--- src/sv/tccw_pkg.sv ---
// Package for the text console character writer.
// Holds the screen geometry defaults, character codes, operation codes, controller
// states and the command and status bundles. It depends on nothing.
package tccw_pkg;

  localparam int COLUMNS_DEF = 80;
  localparam int ROWS_DEF    = 25;

  localparam logic [7:0] CH_BELL   = 8'h07;
  localparam logic [7:0] CH_ERASE  = 8'h08;
  localparam logic [7:0] CH_TAB    = 8'h09;
  localparam logic [7:0] CH_NL     = 8'h0A;
  localparam logic [7:0] CH_SPACE  = 8'h20;
  localparam logic [7:0] CH_ERRMK  = 8'h45;
  localparam logic [7:0] ATTR_RST  = 8'h0F;
  localparam int         TAB_STEP  = 4;

  typedef enum logic [1:0] {
    OP_PUT       = 2'd0,
    OP_BACKSPACE = 2'd1,
    OP_CLEAR     = 2'd2,
    OP_READ      = 2'd3
  } op_e;

  typedef enum logic [2:0] {
    ST_INIT,
    ST_IDLE,
    ST_CALC,
    ST_EXEC,
    ST_SWEEP,
    ST_FINISH
  } state_e;

  // Commands from the controller to the datapath.
  typedef struct packed {
    logic load;
    logic calc;
    logic exec;
    logic sweep;
    logic init;
    logic finish;
  } cmd_t;

  // Status from the datapath to the controller.
  typedef struct packed {
    logic sweep_req;
    logic sweep_done;
    logic out_free;
  } sts_t;

endpackage

--- src/sv/tccw_ctrl.sv ---
// Controller state machine of the text console character writer.
// Sequences the reset clearing pass and each item; depends on tccw_pkg.
module tccw_ctrl (
  input  logic            clk_i,
  input  logic            rst_ni,
  input  logic            in_valid_i,
  output logic            in_ready_o,
  input  tccw_pkg::sts_t  sts_i,
  output tccw_pkg::cmd_t  cmd_o
);

  tccw_pkg::state_e state_q, state_d;

  always_ff @(posedge clk_i or negedge rst_ni) begin
    if (!rst_ni) begin
      state_q <= tccw_pkg::ST_INIT;
    end else begin
      state_q <= state_d;
    end
  end

  always_comb begin
    state_d    = state_q;
    cmd_o      = '0;
    in_ready_o = 1'b0;
    unique case (state_q)
      tccw_pkg::ST_INIT: begin
        cmd_o.sweep = 1'b1;
        cmd_o.init  = 1'b1;
        if (sts_i.sweep_done) begin
          state_d = tccw_pkg::ST_IDLE;
        end
      end
      tccw_pkg::ST_IDLE: begin
        in_ready_o = 1'b1;
        if (in_valid_i) begin
          cmd_o.load = 1'b1;
          state_d    = tccw_pkg::ST_CALC;
        end
      end
      tccw_pkg::ST_CALC: begin
        cmd_o.calc = 1'b1;
        state_d    = tccw_pkg::ST_EXEC;
      end
      tccw_pkg::ST_EXEC: begin
        cmd_o.exec = 1'b1;
        state_d    = sts_i.sweep_req ? tccw_pkg::ST_SWEEP : tccw_pkg::ST_FINISH;
      end
      tccw_pkg::ST_SWEEP: begin
        cmd_o.sweep = 1'b1;
        if (sts_i.sweep_done) begin
          state_d = tccw_pkg::ST_FINISH;
        end
      end
      tccw_pkg::ST_FINISH: begin
        // The result register must be empty or emptying before it is reloaded.
        if (sts_i.out_free) begin
          cmd_o.finish = 1'b1;
          state_d      = tccw_pkg::ST_IDLE;
        end
      end
      default: begin
        state_d = tccw_pkg::ST_IDLE;
      end
    endcase
  end

  a_finish_free: assert property (@(posedge clk_i) disable iff (!rst_ni)
    cmd_o.finish |-> sts_i.out_free)
    else $error("result register reloaded while still occupied");

  a_one_writer: assert property (@(posedge clk_i) disable iff (!rst_ni)
    !(cmd_o.exec && cmd_o.sweep))
    else $error("item write and sweep write in the same cycle");

  a_sweep_exit: assert property (@(posedge clk_i) disable iff (!rst_ni)
    (state_q == tccw_pkg::ST_SWEEP && state_d != tccw_pkg::ST_SWEEP) |-> sts_i.sweep_done)
    else $error("sweep left before its last cell");

endmodule

--- config.mk ---
export PLATFORM = sky130hd
export DESIGN_NAME = tccw_ctrl
export DESIGN_NICKNAME = d
export VERILOG_FILES = /design/src/sv/tccw_pkg.sv /design/src/sv/tccw_ctrl.sv
export SDC_FILE = /design/constraint.sdc
export NUM_CORES = 1
export LEC_CHECK = 0
export BUFFER_PORTS_ARGS = -buffer_cell sky130_fd_sc_hd__clkbuf_2
export CAP_MARGIN = 5
export CORE_AREA = 2 2 39 41
export DETAILED_ROUTE_END_ITERATION = 7
export DIE_AREA = 0 0 41 43
export SYNTH_ARGS = -nofsm -noshare
export SYNTH_HDL_FRONTEND = slang
export SYNTH_SLANG_ARGS = --single-unit
--- constraint.sdc ---
create_clock -name clk_i -period 1 [get_ports clk_i]
set_input_delay 0.1 -clock clk_i [delete_from_list [all_inputs] [get_ports clk_i]]
set_output_delay 0.1 -clock clk_i [all_outputs]
set_load 0.02 [all_outputs]
==> report_table.html <==
<table>
<tr><th>Metric</th><th>Value</th></tr>
<tr><th colspan="2">Timing</th></tr>
<tr><td>Final max-slew violation count</td><td>0</td></tr>
<tr><td>Tightest hold margin</td><td>0.159 ns</td></tr>
<tr><td>Period utilisation layout</td><td>126%</td></tr>
<tr><td>Least-Margin Pin Slew</td><td>0.406 ns</td></tr>
<tr><td>Period minus WS final</td><td>1.26 ns</td></tr>
<tr><td>Number of endpoints with negative hold slack in the final report</td><td>0</td></tr>
<tr><td>Final clock skew</td><td>0.00105 ns</td></tr>
<tr><td>Post-route worst setup slack</td><td>-0.261 ns</td></tr>
<tr><td>Unrepaired setup endpoints after global routing</td><td>yes</td></tr>
<tr><td>Total of endpoints with negative setup slack in the final report</td><td>10</td></tr>
<tr><td>Fin Setup TNS</td><td>-1.82 ns</td></tr>
<tr><td>Max transition margin</td><td>72.7%</td></tr>
<tr><td>Highest clock frequency the design can meet</td><td>0.793 GHz</td></tr>
<tr><th colspan="2">Final layout</th></tr>
<tr><td>Count of placed standard cells in the final layout, fillers left out</td><td>64</td></tr>
<tr><td>Register ranked first by flip-flop count</td><td>state_q</td></tr>
<tr><td>Final core utilization</td><td>38.4%</td></tr>
<tr><td>Antenna fix cells</td><td>0</td></tr>
<tr><td># nets final</td><td>55</td></tr>
<tr><td>Area of the multi-input gates</td><td>170 sq um</td></tr>
<tr><td>Largest registers</td><td>state_q (3)</td></tr>
<tr><td>Register cell area after layout</td><td>78.8 sq um</td></tr>
<tr><td>Synth-to-layout area growth</td><td>162%</td></tr>
<tr><td>Number of flip-flops under the largest register name</td><td>3</td></tr>
<tr><td>Layout cells sized above 1</td><td>81.3%</td></tr>
<tr><td>Filler instances</td><td>153</td></tr>
<tr><th colspan="2">Min path</th></tr>
<tr><td>Type of the worst min-delay path</td><td>in -&gt; reg</td></tr>
<tr><td>Source of the worst hold timing path</td><td>in_valid_i</td></tr>
<tr><th colspan="2">Routing</th></tr>
<tr><td>Via total after detailed routing</td><td>259</td></tr>
<tr><td>Detailed-router iteration count before antenna repair</td><td>4</td></tr>
<tr><td>Ratio of routed vias to standard cells</td><td>4.05</td></tr>
<tr><td>DRC violations left</td><td>0</td></tr>
<tr><td>Routed length per instance</td><td>11.0 um</td></tr>
<tr><td>Iteration-0 DRC Markers</td><td>1</td></tr>
<tr><td>ANT nets after route</td><td>0</td></tr>
<tr><td>Post-detailed-routing wire length</td><td>704 um</td></tr>
<tr><th colspan="2">Synthesis</th></tr>
<tr><td>Synth top area share</td><td>37.0%</td></tr>
<tr><td>Share of async-settable or async-resettable flops after synthesis</td><td>100%</td></tr>
<tr><td>Synth cell count leaders</td><td>sky130_fd_sc_hd__dfrtp_1 (3), sky130_fd_sc_hd__nor3_1 (3), sky130_fd_sc_hd__inv_1 (2)</td></tr>
<tr><td>Sequential fraction of the synthesis area</td><td>37.0%</td></tr>
<tr><td>EDFF count, synth</td><td>0</td></tr>
<tr><td>Area of the mapped netlist</td><td>203 sq um</td></tr>
<tr><td>Yosys Warn Count</td><td>0</td></tr>
<tr><td>Leading register cell type out of synthesis</td><td>sky130_fd_sc_hd__dfrtp_1</td></tr>
<tr><td>Mapped Avg Cell Area</td><td>9.21 sq um</td></tr>
<tr><td>Cell type contributing the most total cell area after synthesis</td><td>sky130_fd_sc_hd__dfrtp_1</td></tr>
<tr><td>Post-Syn Nets</td><td>28</td></tr>
<tr><td>Post-Synthesis Cells</td><td>22</td></tr>
<tr><td>Dominant cells by area after synthesis</td><td>sky130_fd_sc_hd__dfrtp_1 (37%), sky130_fd_sc_hd__nor3_1 (7.4%), sky130_fd_sc_hd__mux2_4 (7.4%), sky130_fd_sc_hd__buf_6 (5.6%), sky130_fd_sc_hd__a31o_2 (4.3%)</td></tr>
<tr><td>Distinct cell type count after synthesis</td><td>17</td></tr>
<tr><td>Synth Register Bits</td><td>3</td></tr>
<tr><th colspan="2">Die</th></tr>
<tr><td>Starting density of the core</td><td>14.6%</td></tr>
<tr><td>Number of cell rows</td><td>14</td></tr>
<tr><td>Overall die width</td><td>41 um</td></tr>
<tr><td>Ports placed on the boundary</td><td>13</td></tr>
<tr><td>Die H</td><td>43 um</td></tr>
<tr><td>Die Outline Area</td><td>1760 sq um</td></tr>
<tr><td>Area inside the core boundary</td><td>1380 sq um</td></tr>
<tr><th colspan="2">Clock tree</th></tr>
<tr><td>Clock buffer depth</td><td>2</td></tr>
<tr><td>H-Tree Depth</td><td>1</td></tr>
<tr><td>Insertion delay of the later-clocked pin in the worst-skew pair</td><td>0.23 ns</td></tr>
<tr><td>Clock tree root buffer cell</td><td>sky130_fd_sc_hd__clkbuf_4</td></tr>
<tr><td>Clock tree from TritonCTS</td><td>yes</td></tr>
<tr><td>TritonCTS Sinks</td><td>3</td></tr>
<tr><td>Clock slew seen by the registers of the worst setup and hold paths</td><td>0.04 ns</td></tr>
<tr><td>Num CTS Buffers</td><td>3</td></tr>
<tr><th colspan="2">Worst setup path</th></tr>
<tr><td>R2r endpoint</td><td>state_q[0]</td></tr>
<tr><td>Crit path kind</td><td>reg -&gt; out</td></tr>
<tr><td>Worst path required time</td><td>0.90 ns</td></tr>
<tr><td>Worst setup EP type</td><td>primary output</td></tr>
<tr><td>Reg-to-reg critical path startpoint</td><td>state_q[1]</td></tr>
<tr><td>Crit path launch type</td><td>flop</td></tr>
<tr><td>Register-to-Register Setup Slack</td><td>-0.24 ns</td></tr>
<tr><td>Worst setup path start</td><td>state_q[2]</td></tr>
<tr><td>Capture point of the critical path</td><td>cmd_o[0]</td></tr>
<tr><td>Reg2Reg Depth</td><td>4</td></tr>
<tr><td>Critical path arrival</td><td>1.16 ns</td></tr>
<tr><td>Peak fanout along the critical path</td><td>5</td></tr>
<tr><th colspan="2">Power and ir drop</th></tr>
<tr><td>Power density over the cells</td><td>3330 nW/um^2</td></tr>
<tr><td>Peak supply drop</td><td>0.00121 V</td></tr>
<tr><td>Pleak</td><td>0.240 nW</td></tr>
<tr><th colspan="2">Placed design</th></tr>
<tr><td>Placed Cells</td><td>53</td></tr>
<tr><td>HPWL reported at the end of detailed placement</td><td>415 um</td></tr>
<tr><td>Number of buffers added on ports</td><td>12</td></tr>
<tr><td>Routability congestion estimate from global placement</td><td>0.712</td></tr>
<tr><th colspan="2">Job</th></tr>
<tr><td>Max Cap Violations</td><td>0</td></tr>
<tr><th colspan="2">Global routing</th></tr>
<tr><td>Overall Global Routing Usage</td><td>9.96%</td></tr>
<tr><td>Via count of the first global-routing pass</td><td>246</td></tr>
<tr><td>Global-route wire length before repair</td><td>1080 um</td></tr>
<tr><td>Number of antenna violations at the first check in global routing</td><td>0</td></tr>
<tr><td>Largest net degree at the start of global routing</td><td>6</td></tr>
<tr><td>Total gr overflow</td><td>0</td></tr>
<tr><th colspan="2">Outcome</th></tr>
<tr><td>Outcome</td><td>finished, violations left</td></tr>
<tr><td>Violations in the final reports</td><td>setup timing</td></tr>
</table>
## area by class of cell
cell class / count / share of cell area, %
inverter: 2 / 1.41
tap: 16 / 3.76
multi-input combinational: 15 / 32.0
sequential: 3 / 14.8
clock buffer: 4 / 4.94
timing repair buffer: 24 / 43.1
## critical path: stages, from the launching register on
cell and delay [ns]:
sky130_fd_sc_hd__dfrtp_2 0.45, sky130_fd_sc_hd__buf_4 0.16, sky130_fd_sc_hd__and4_1 0.17, sky130_fd_sc_hd__clkbuf_2 0.15
## per-layer routing
layer / track usage, % / part of all wire [%] / vias to the layer above
met2: 12.2 / 56 / 9
met3: 6.28 / 4.7 / 0
met5: 0 / 0 / -
met4: 8.00 / 0 / 0
li1: - / - / 127
met1: 11.7 / 39 / 123
## through the flow
| stage | setup slack (ns) | area [sq um] | total power [mW] |
|---|---|---|---|
| finish | -0.261 | 532 | 1.77 |
| CTS | -0.281 | 457 | 1.46 |
| detailed placement | -0.107 | 319 | 0.924 |
| global placement | -0.0998 | 319 | 0.916 |
| global route | -0.300 | 532 | 1.89 |
| floorplan | -0.105 | 224 | 0.724 |
## cell families (layout without fill, tap and decap cells)
group,Yosys count,after routing,share of synthesized area [%]
buffers and inverters,4,30,11.7
DFF,3,3,37.0
AOI/OAI and AO/OA,3,3,9.88
muxes,1,1,7.41
and+or+nand+nor,11,11,34.0
## power by group
group	switching, mW	internal [mW]
clock	0.0625	0.150
combinational	0.502	0.771
sequential	0.103	0.182
## worst min path at each step
stage	to	cells after the start
after CTS	state_q[0]	3
after global routing	state_q[1]	3
final	state_q[1]	3
after floorplan	state_q[0]	0
after global placement	state_q[0]	1
after detailed placement	state_q[2]	1
## placed cells by master (no fill, tap or decap), drive strengths merged
cell	Yosys	final
a21oi	1	1
a31o	1	1
a31oi	1	1
and2	1	1
and3b	1	1
and4	1	1
buf	2	17
clkbuf	0	10
dfrtp	3	3
dlygate4sd3	0	1
inv	2	2
mux2	1	1
nand2	1	1
nand3b	1	1
nor2	1	1
nor3	3	3
nor3b	1	1
or2b	1	1
## repair_timing
item                                   4_1_cts  5_1_grt
endpoints found under the hold margin        3        0
setup endpoints to repair                   10       10
pin swaps                                    2        5
buffers inserted                             6        2
hold buffers                                 1        0
resized for setup                           14       19
No activity file was read; power rests on OpenSTA's default activity.
